## src/fltw_pkg.sv

```systemverilog
// ----------------------------------------------------------------------------
// fltw_pkg
// Shared types and constants for the four-level page table walker.
// ----------------------------------------------------------------------------
package fltw_pkg;

    localparam int PA_W    = 52;
    localparam int VA_W    = 48;
    localparam int ENTRY_W = 64;
    localparam int KIND_W  = 2;
    localparam int LEVEL_W = 2;
    localparam int IDX_W   = 9;

    // func codes
    localparam logic FUNC_TRANSLATE = 1'b0;
    localparam logic FUNC_RESPONSE  = 1'b1;

    // result kinds
    localparam logic [KIND_W-1:0] KIND_READ   = 2'd0;
    localparam logic [KIND_W-1:0] KIND_DONE   = 2'd1;
    localparam logic [KIND_W-1:0] KIND_REJECT = 2'd2;

    // level whose entry is awaited
    localparam logic [LEVEL_W-1:0] LEVEL_PML4 = 2'd0;
    localparam logic [LEVEL_W-1:0] LEVEL_PDPT = 2'd1;
    localparam logic [LEVEL_W-1:0] LEVEL_PD   = 2'd2;
    localparam logic [LEVEL_W-1:0] LEVEL_PT   = 2'd3;

    // entry bits
    localparam int BIT_PRESENT = 0;
    localparam int BIT_SIZE    = 7;

    typedef struct packed {
        logic               func;
        logic [VA_W-1:0]    virt_addr;
        logic [ENTRY_W-1:0] read_data;
    } req_t;

    typedef struct packed {
        logic [KIND_W-1:0] kind;
        logic [PA_W-1:0]   mem_addr;
        logic [PA_W-1:0]   phys_addr;
        logic              not_present;
    } rsp_t;

    typedef struct packed {
        logic               busy;
        logic [LEVEL_W-1:0] level;
        logic [VA_W-1:0]    vaddr;
    } walk_t;

endpackage

```

## src/fltw_req_if.sv

```systemverilog
// ----------------------------------------------------------------------------
// fltw_req_if
// Input channel: translate requests and table read responses.
// ----------------------------------------------------------------------------
interface fltw_req_if;
    logic                         valid;
    logic                         ready;
    logic                         func;
    logic [fltw_pkg::VA_W-1:0]    virt_addr;
    logic [fltw_pkg::ENTRY_W-1:0] read_data;

    modport source (output valid, func, virt_addr, read_data, input ready);
    modport sink   (input valid, func, virt_addr, read_data, output ready);
endinterface

```

## src/fltw_rsp_if.sv

```systemverilog
// ----------------------------------------------------------------------------
// fltw_rsp_if
// Output channel: read requests, finished translations and rejects.
// ----------------------------------------------------------------------------
interface fltw_rsp_if;
    logic                        valid;
    logic                        ready;
    logic [fltw_pkg::KIND_W-1:0] kind;
    logic [fltw_pkg::PA_W-1:0]   mem_addr;
    logic [fltw_pkg::PA_W-1:0]   phys_addr;
    logic                        not_present;

    modport source (output valid, kind, mem_addr, phys_addr, not_present, input ready);
    modport sink   (input valid, kind, mem_addr, phys_addr, not_present, output ready);
endinterface

```

## src/fltw_cfg_if.sv

```systemverilog
// ----------------------------------------------------------------------------
// fltw_cfg_if
// Configuration write channel for the page table base.
// ----------------------------------------------------------------------------
interface fltw_cfg_if;
    logic                      valid;
    logic                      ready;
    logic [fltw_pkg::PA_W-1:0] data;

    modport source (output valid, data, input ready);
    modport sink   (input valid, data, output ready);
endinterface

```

## src/four_level_page_table_walker.sv

```systemverilog
// ----------------------------------------------------------------------------
// four_level_page_table_walker
// Four-level x86-64 page table walker with an external table read loop.
// ----------------------------------------------------------------------------
// Each beat on req is either a translate request (func 0) or a table entry
// coming back from memory (func 1); each produces exactly one beat on rsp:
// a read request for the next entry (kind 0), a finished translation (kind 1,
// not_present set on a fault or when the table base is zero), or a reject
// (kind 2) for a request while a walk is running or a response while idle.
// The block holds one beat in an input register and one in an output
// register with a single combinational walk step between them, so it takes
// one beat per cycle while rsp.ready is high. An accepted beat moves from
// the input register to the output register and leaves on rsp from there.
// A rsp beat held by a low rsp.ready stalls req once the input register is
// also full. The caller closes the loop: a kind 0 beat's mem_addr is read
// and the entry is sent back on req. Write page_table_base on cfg only while
// idle; it is sampled when a walk starts. cfg is always ready.
// ----------------------------------------------------------------------------
module four_level_page_table_walker
(
    input  logic       clk,
    input  logic       rst_n,
    fltw_req_if.sink   req,
    fltw_rsp_if.source rsp,
    fltw_cfg_if.sink   cfg
);

    logic                       in_valid_reg;
    fltw_pkg::req_t             in_item_reg;
    logic                       out_valid_reg;
    fltw_pkg::rsp_t             out_item_reg;
    fltw_pkg::walk_t            walk_reg;
    fltw_pkg::walk_t            walk_next;
    fltw_pkg::rsp_t             step_result;
    logic [fltw_pkg::PA_W-1:0]  base_reg;
    logic                       advance;

    // The step fires when the output slot is free or being drained.
    assign advance   = in_valid_reg && (!out_valid_reg || rsp.ready);
    assign req.ready = !in_valid_reg || advance;
    assign cfg.ready = 1'b1;

    fltw_step u_step
    (
        .item      (in_item_reg),
        .walk      (walk_reg),
        .base      (base_reg),
        .result    (step_result),
        .walk_next (walk_next)
    );

    // Base register
    always_ff @(posedge clk or negedge rst_n)
    begin
        if (!rst_n)
        begin
            base_reg <= '0;
        end
        else if (cfg.valid && cfg.ready)
        begin
            base_reg <= cfg.data;
        end
    end

    // Input register
    always_ff @(posedge clk or negedge rst_n)
    begin
        if (!rst_n)
        begin
            in_valid_reg <= 1'b0;
        end
        else if (req.ready)
        begin
            in_valid_reg <= req.valid;
        end
    end

    always_ff @(posedge clk)
    begin
        if (req.valid && req.ready)
        begin
            in_item_reg.func      <= req.func;
            in_item_reg.virt_addr <= req.virt_addr;
            in_item_reg.read_data <= req.read_data;
        end
    end

    // Walk state: updated as each beat leaves the input register
    always_ff @(posedge clk or negedge rst_n)
    begin
        if (!rst_n)
        begin
            walk_reg <= '0;
        end
        else if (advance)
        begin
            walk_reg <= walk_next;
        end
    end

    // Output register
    always_ff @(posedge clk or negedge rst_n)
    begin
        if (!rst_n)
        begin
            out_valid_reg <= 1'b0;
        end
        else if (advance)
        begin
            out_valid_reg <= 1'b1;
        end
        else if (rsp.ready)
        begin
            out_valid_reg <= 1'b0;
        end
    end

    always_ff @(posedge clk)
    begin
        if (advance)
        begin
            out_item_reg <= step_result;
        end
    end

    assign rsp.valid       = out_valid_reg;
    assign rsp.kind        = out_item_reg.kind;
    assign rsp.mem_addr    = out_item_reg.mem_addr;
    assign rsp.phys_addr   = out_item_reg.phys_addr;
    assign rsp.not_present = out_item_reg.not_present;

endmodule

```

## src/fltw_step.sv

```systemverilog
// ----------------------------------------------------------------------------
// fltw_step
// One walk step: decodes a beat against the walk state, forms the result
// and the next walk state.
// ----------------------------------------------------------------------------
module fltw_step
(
    input  fltw_pkg::req_t             item,
    input  fltw_pkg::walk_t            walk,
    input  logic [fltw_pkg::PA_W-1:0]  base,
    output fltw_pkg::rsp_t             result,
    output fltw_pkg::walk_t            walk_next
);

    logic [fltw_pkg::PA_W-13:0]    table_pfn;
    logic [fltw_pkg::LEVEL_W-1:0]  idx_level;
    logic [fltw_pkg::VA_W-1:0]     idx_va;
    logic [fltw_pkg::IDX_W-1:0]    idx;
    logic [fltw_pkg::ENTRY_W-1:0]  e;

    assign e = item.read_data;

    // Table index for the level being read next
    always_comb
    begin
        unique case (idx_level)
            fltw_pkg::LEVEL_PML4: idx = idx_va[47:39];
            fltw_pkg::LEVEL_PDPT: idx = idx_va[38:30];
            fltw_pkg::LEVEL_PD:   idx = idx_va[29:21];
            fltw_pkg::LEVEL_PT:   idx = idx_va[20:12];
            default:              idx = idx_va[20:12];
        endcase
    end

    always_comb
    begin
        result    = '0;
        walk_next = walk;
        table_pfn = base[51:12];
        idx_level = fltw_pkg::LEVEL_PML4;
        idx_va    = item.virt_addr;

        if (item.func == fltw_pkg::FUNC_TRANSLATE)
        begin
            if (walk.busy)
            begin
                result.kind = fltw_pkg::KIND_REJECT;
            end
            else if (base[51:12] == '0)
            begin
                result.kind        = fltw_pkg::KIND_DONE;
                result.not_present = 1'b1;
            end
            else
            begin
                walk_next.busy  = 1'b1;
                walk_next.level = fltw_pkg::LEVEL_PML4;
                walk_next.vaddr = item.virt_addr;
                result.kind     = fltw_pkg::KIND_READ;
                result.mem_addr = {table_pfn, idx, 3'b000};
            end
        end
        else if (!walk.busy)
        begin
            result.kind = fltw_pkg::KIND_REJECT;
        end
        else
        begin
            idx_va    = walk.vaddr;
            idx_level = walk.level + 2'd1;
            table_pfn = e[51:12];
            if (!e[fltw_pkg::BIT_PRESENT])
            begin
                walk_next.busy     = 1'b0;
                walk_next.level    = fltw_pkg::LEVEL_PML4;
                result.kind        = fltw_pkg::KIND_DONE;
                result.not_present = 1'b1;
            end
            else if (walk.level == fltw_pkg::LEVEL_PDPT && e[fltw_pkg::BIT_SIZE])
            begin
                walk_next.busy   = 1'b0;
                walk_next.level  = fltw_pkg::LEVEL_PML4;
                result.kind      = fltw_pkg::KIND_DONE;
                result.phys_addr = {e[51:30], walk.vaddr[29:0]};
            end
            else if (walk.level == fltw_pkg::LEVEL_PD && e[fltw_pkg::BIT_SIZE])
            begin
                walk_next.busy   = 1'b0;
                walk_next.level  = fltw_pkg::LEVEL_PML4;
                result.kind      = fltw_pkg::KIND_DONE;
                result.phys_addr = {e[51:21], walk.vaddr[20:0]};
            end
            else if (walk.level == fltw_pkg::LEVEL_PT)
            begin
                walk_next.busy   = 1'b0;
                walk_next.level  = fltw_pkg::LEVEL_PML4;
                result.kind      = fltw_pkg::KIND_DONE;
                result.phys_addr = {e[51:12], walk.vaddr[11:0]};
            end
            else
            begin
                walk_next.level = idx_level;
                result.kind     = fltw_pkg::KIND_READ;
                result.mem_addr = {table_pfn, idx, 3'b000};
            end
        end
    end

endmodule
```

## src/flat_wrapper.sv

```systemverilog
// flat-port wrapper written by rule: the top's interface ports become plain ports
module four_level_page_table_walker_flat 
  (clk, rst_n, req_valid, req_func, req_virt_addr, req_read_data, req_ready, rsp_valid, rsp_kind, rsp_mem_addr, rsp_phys_addr, rsp_not_present, rsp_ready, cfg_valid, cfg_data, cfg_ready);
  fltw_req_if req_i ();
  fltw_rsp_if rsp_i ();
  fltw_cfg_if cfg_i ();
  input  logic clk;
  input  logic rst_n;
  input wire logic [$bits(req_i.valid)-1:0] req_valid;
  input wire logic [$bits(req_i.func)-1:0] req_func;
  input wire logic [$bits(req_i.virt_addr)-1:0] req_virt_addr;
  input wire logic [$bits(req_i.read_data)-1:0] req_read_data;
  output wire logic [$bits(req_i.ready)-1:0] req_ready;
  output wire logic [$bits(rsp_i.valid)-1:0] rsp_valid;
  output wire logic [$bits(rsp_i.kind)-1:0] rsp_kind;
  output wire logic [$bits(rsp_i.mem_addr)-1:0] rsp_mem_addr;
  output wire logic [$bits(rsp_i.phys_addr)-1:0] rsp_phys_addr;
  output wire logic [$bits(rsp_i.not_present)-1:0] rsp_not_present;
  input wire logic [$bits(rsp_i.ready)-1:0] rsp_ready;
  input wire logic [$bits(cfg_i.valid)-1:0] cfg_valid;
  input wire logic [$bits(cfg_i.data)-1:0] cfg_data;
  output wire logic [$bits(cfg_i.ready)-1:0] cfg_ready;
  assign req_i.valid = req_valid;
  assign req_i.func = req_func;
  assign req_i.virt_addr = req_virt_addr;
  assign req_i.read_data = req_read_data;
  assign req_ready = req_i.ready;
  assign rsp_valid = rsp_i.valid;
  assign rsp_kind = rsp_i.kind;
  assign rsp_mem_addr = rsp_i.mem_addr;
  assign rsp_phys_addr = rsp_i.phys_addr;
  assign rsp_not_present = rsp_i.not_present;
  assign rsp_i.ready = rsp_ready;
  assign cfg_i.valid = cfg_valid;
  assign cfg_i.data = cfg_data;
  assign cfg_ready = cfg_i.ready;
  four_level_page_table_walker u_core (.clk(clk), .rst_n(rst_n), .req(req_i), .rsp(rsp_i), .cfg(cfg_i));
endmodule
```

## config.mk

```make
export PLATFORM = sky130hd
export DESIGN_NAME = four_level_page_table_walker_flat
export DESIGN_NICKNAME = d
export VERILOG_FILES = /design/src/fltw_pkg.sv /design/src/fltw_req_if.sv /design/src/fltw_rsp_if.sv /design/src/fltw_cfg_if.sv /design/src/four_level_page_table_walker.sv /design/src/fltw_step.sv /design/src/flat_wrapper.sv
export SDC_FILE = /design/constraint.sdc
export NUM_CORES = 1
export LEC_CHECK = 0
export ABC_CLOCK_PERIOD_IN_PS = 11270
export BUFFER_PORTS_ARGS = -buffer_cell sky130_fd_sc_hd__buf_2
export CAP_MARGIN = 25
export CORE_MARGIN = 5
export CORE_UTILIZATION = 59
export CTS_BUF_LIST = sky130_fd_sc_hd__clkbuf_4
export CTS_CLUSTER_DIAMETER = 120
export DETAILED_ROUTE_END_ITERATION = 6
export PLACE_DENSITY = 0.85
export SLEW_MARGIN = 10
export SYNTH_ARGS = -nofsm -noshare
export SYNTH_HDL_FRONTEND = slang
export SYNTH_SLANG_ARGS = --single-unit
```

## constraint.sdc

```tcl
create_clock -name clk -period 11.27 [get_ports clk]
set_input_delay 2.254 -clock clk [delete_from_list [all_inputs] [get_ports clk]]
set_output_delay 2.254 -clock clk [all_outputs]
set_load 0.1 [all_outputs]
```

==> metrics.log <==
[metrics] iteration count of the initial detailed-routing pass: 5
[metrics] list of cells traversed by the critical path: buf_2 > nand3b_1 > buf_2
[metrics] routed vias/inst: around 5.6
[metrics] shortest clock period the worst path allows after layout: ~5.2 ns
[metrics] result of the run: finished, final reports clean
[metrics] Max stage delay cell, worst path: buf_2
[metrics] top post-synthesis cells by count: edfxtp_1 (195), dfrtp_1 (93), mux2_2 (68)
[metrics] fraction of synthesized cell area in xor and xnor cells: 0%
[metrics] vias post-DR: 6934
[metrics] Synth Area in Adders: less than 1%
[metrics] Layout Nets: 1120
[metrics] flip-flop count of the largest register after layout: 91
[metrics] ratio of cells with drive above 1 in the final layout: 45.7%
[metrics] compound-gate portion of the synthesized area: around 6.4%
[metrics] longest individual stage delay on the worst path: 0.45 ns
[metrics] setup violators final: 0
[metrics] dpl cell area: about 12000 µm²
[metrics] highest clock rate: about 190 MHz
[metrics] slew margin rel.: roughly a third
[metrics] DRC violation count after routing: 0
[metrics] Total Wirelength: around 25 mm
[metrics] Syn Area/Cell: 16.8 µm²
[metrics] post-route ant nets: 0
[metrics] fraction of post-synthesis cell area in the top cell type by area: between 50% and 60%
[metrics] Die Width: between 100 and 150 µm
[metrics] number of clock sinks: approximately 290
[metrics] Setup TNS: 0 ns
[metrics] CP startpoint kind: input pin
[metrics] core area: ~18000 µm²
[metrics] final RePlAce weighted congestion: between 0.8 and 0.9
[metrics] worst slew pin tran: roughly 1 ns
[metrics] number of CTS-inserted buffers: 74
[metrics] cell types occupying the most area after synthesis: edfxtp_1 (53%), dfrtp_1 (21%), mux2_2 (7.0%)
[metrics] TritonCTS clock tree: done
[metrics] top fanout value on the critical path: 3
[metrics] first-pass GRT wire length: roughly 39 mm
[metrics] hold buffers post-CTS: 0
[metrics] worst min-delay path category: flip-flop to flip-flop
[metrics] y dimension of the die: 146 µm
[metrics] Static Leak: 5.61 nW
[metrics] largest delay contributor family on the critical path: buffers and inverters
[metrics] 1st-iter DRT viols: 452
[metrics] max-capacitance violation count: 0
[metrics] primary flip-flop cell chosen by synthesis mapping: edfxtp_1
[metrics] number of setup buffers added after CTS: 0
[metrics] vias in the first global route: approximately 7300
[metrics] Post-Route Skew: approximately 0.038 ns
[metrics] share of synthesized area spent on multiplexers: between 10% and 20%
[metrics] Power per Cell Area: 225 nW/µm²
[metrics] Required @ worst endpoint: 9.02 ns
[metrics] Peak supply drop: 0.168 mV
[metrics] final worst hold slack: around 0.48 ns
[metrics] RSZ-0062 raised after global routing: false
[metrics] worst endpoint data arrival time: 2.94 ns
[metrics] Seq/Total Area, Yosys: between 70% and 80%
[metrics] Port Buf Inserts: roughly 240
[metrics] capturing element type of the critical path: primary output
[metrics] class of the most critical setup path: input pin to primary output
[metrics] overall power of the completed layout: 0.00301 W
[metrics] post-CTS sizing: 0
[metrics] hold violation total from the final report: 0
[metrics] insertion delay to the later sink of the worst-skew pair: 0.66 ns
[metrics] DR WL/cell: about 20 µm
[metrics] buffering stage count on the worst path with inverters included: 2
[metrics] async set or reset register ratio after synthesis: between 30% and 40%
[metrics] final worst path period share: a little under half
[metrics] count of flip-flops with a built-in enable after synthesis: 195
[metrics] # rows: slightly below 50
[metrics] Syn Inst Count: between 600 and 700
[metrics] final non-filler cell area: 13400 µm²
[metrics] area added between synthesis and finish: 22.0%
[metrics] overall overflow remaining after global route: 0
[metrics] Synth Register Bits: 288
[metrics] Starting Density: about three fifths
[metrics] buffer cell driving the clock tree root: clkbuf_4
[metrics] most frequent cell after synthesis: edfxtp_1
[metrics] num ports: between 200 and 300
[metrics] number of slew-limit violations in the final report: 0
[metrics] simple logic cell fraction of the synthesized area: 6.17%
[metrics] cell accounting for the most synthesized area: edfxtp_1
[metrics] number of distinct library cells after synthesis: 42
[metrics] buffers from clock root to sink, at most: 3
[metrics] maximum level of the CTS H-tree: 3
[metrics] largest family of logic cells by synthesized area: multiplexers
[metrics] number of inserted filler cells in the final layout: 1127
[metrics] Total GRT Usage: 23.5%
[metrics] DP Wirelength: 17.4 mm
[metrics] full die area: 21400 µm²
[metrics] number of warnings printed during yosys synthesis: 0
[metrics] cell area after synthesis: approximately 11000 µm²
[metrics] most frequent cell on the critical path: buf_2
[metrics] clock-pin slew reported for the worst setup and hold paths after clock tree synthesis: 0.06 ns
[metrics] initial antenna violation count: 1
[metrics] pin count of the biggest net entering global routing: 61
## area by class of cell
cell class | count | area (µm²) | area share, %
Sequential cell | 288 | 8180 | 61.1
Multi-Input combinational cell | 328 | 2630 | 19.7
Timing Repair Buffer | 249 | 1300 | 9.72
Clock buffer | 105 | 788 | 5.89
Tap cell | 229 | 287 | 2.14
Clock inverter | 31 | 174 | 1.30
Inverter | 5 | 18.8 | 0.140
Antenna cell | 1 | 2.50 | 0.0187
## where the power goes
group | internal (W) | switching [W]
registers | 0.00132 | 0.000114
clock network | 0.000479 | 0.000405
logic | 0.000217 | 0.000473
## stage by stage
stage	worst slack [ns]	instances	utilization [%]
after global routing	6.03	1236	73.8
after global placement	6.11	1097	68.2
final	6.08	1236	73.8
after floorplan	5.15	655	-
after CTS	6.08	1234	73.6
after detailed placement	6.08	1098	68.3
## cell families (layout without fill, tap and decap cells)
group	after synthesis	count (layout)
muxes	98	98
DFF	288	288
AOI/OAI and AO/OA	92	92
and+or+nand+nor	130	130
adders and majority gates	4	4
other	2	5
buffers and inverters	39	390
## placed cells by master (no fill, tap or decap), types with 3 or more instances in the layout
cell type  netlist  routed
buf_2            2     240
edfxtp_1       195     195
clkbuf_4         0     105
dfrtp_1         93      93
mux2_2          68      68
a22o_1          40      40
and2_1          36      34
nand2_1         30      30
a21oi_1         23      23
clkinv_1         1      22
nand3_1         21      21
mux2_4          20      20
nor2_1          15      13
nor4_1          10      10
mux2i_1         10      10
a221oi_1         8       8
a22oi_1          7       7
buf_4            4       7
nand2b_1         5       5
inv_1            4       4
ha_1             4       4
conb_1           2       4
clkinv_2         0       4
inv_2            0       4
nor2b_1          3       3
o2bb2ai_1        3       3
## worst paths after layout
kind / endpoint / cells past startpoint / slack (ns) / startpoint
max: req_ready / 3 / 6.08 / rsp_ready
min: u_core.walk_reg[35] / 1 / 0.48 / u_core.in_item_reg[99]
max in group asynchronous: u_core.base_reg[21] / 2 / 8.50 / rst_n
min in group asynchronous: u_core.base_reg[24] / 1 / 1.58 / rst_n
max reg2reg: u_core.rsp.mem_addr[13] / 6 / 8.22 / u_core.walk_reg[48]
min reg2reg: u_core.walk_reg[35] / 1 / 0.48 / u_core.in_item_reg[99]
## routing by layer
metal  GRT usage, %  wire length (µm)
met2           39.1             12600
met3           6.91              2250
met4           9.03               527
met5              0                 0
met1           29.5              9650
(Power assumes the default switching activity.)
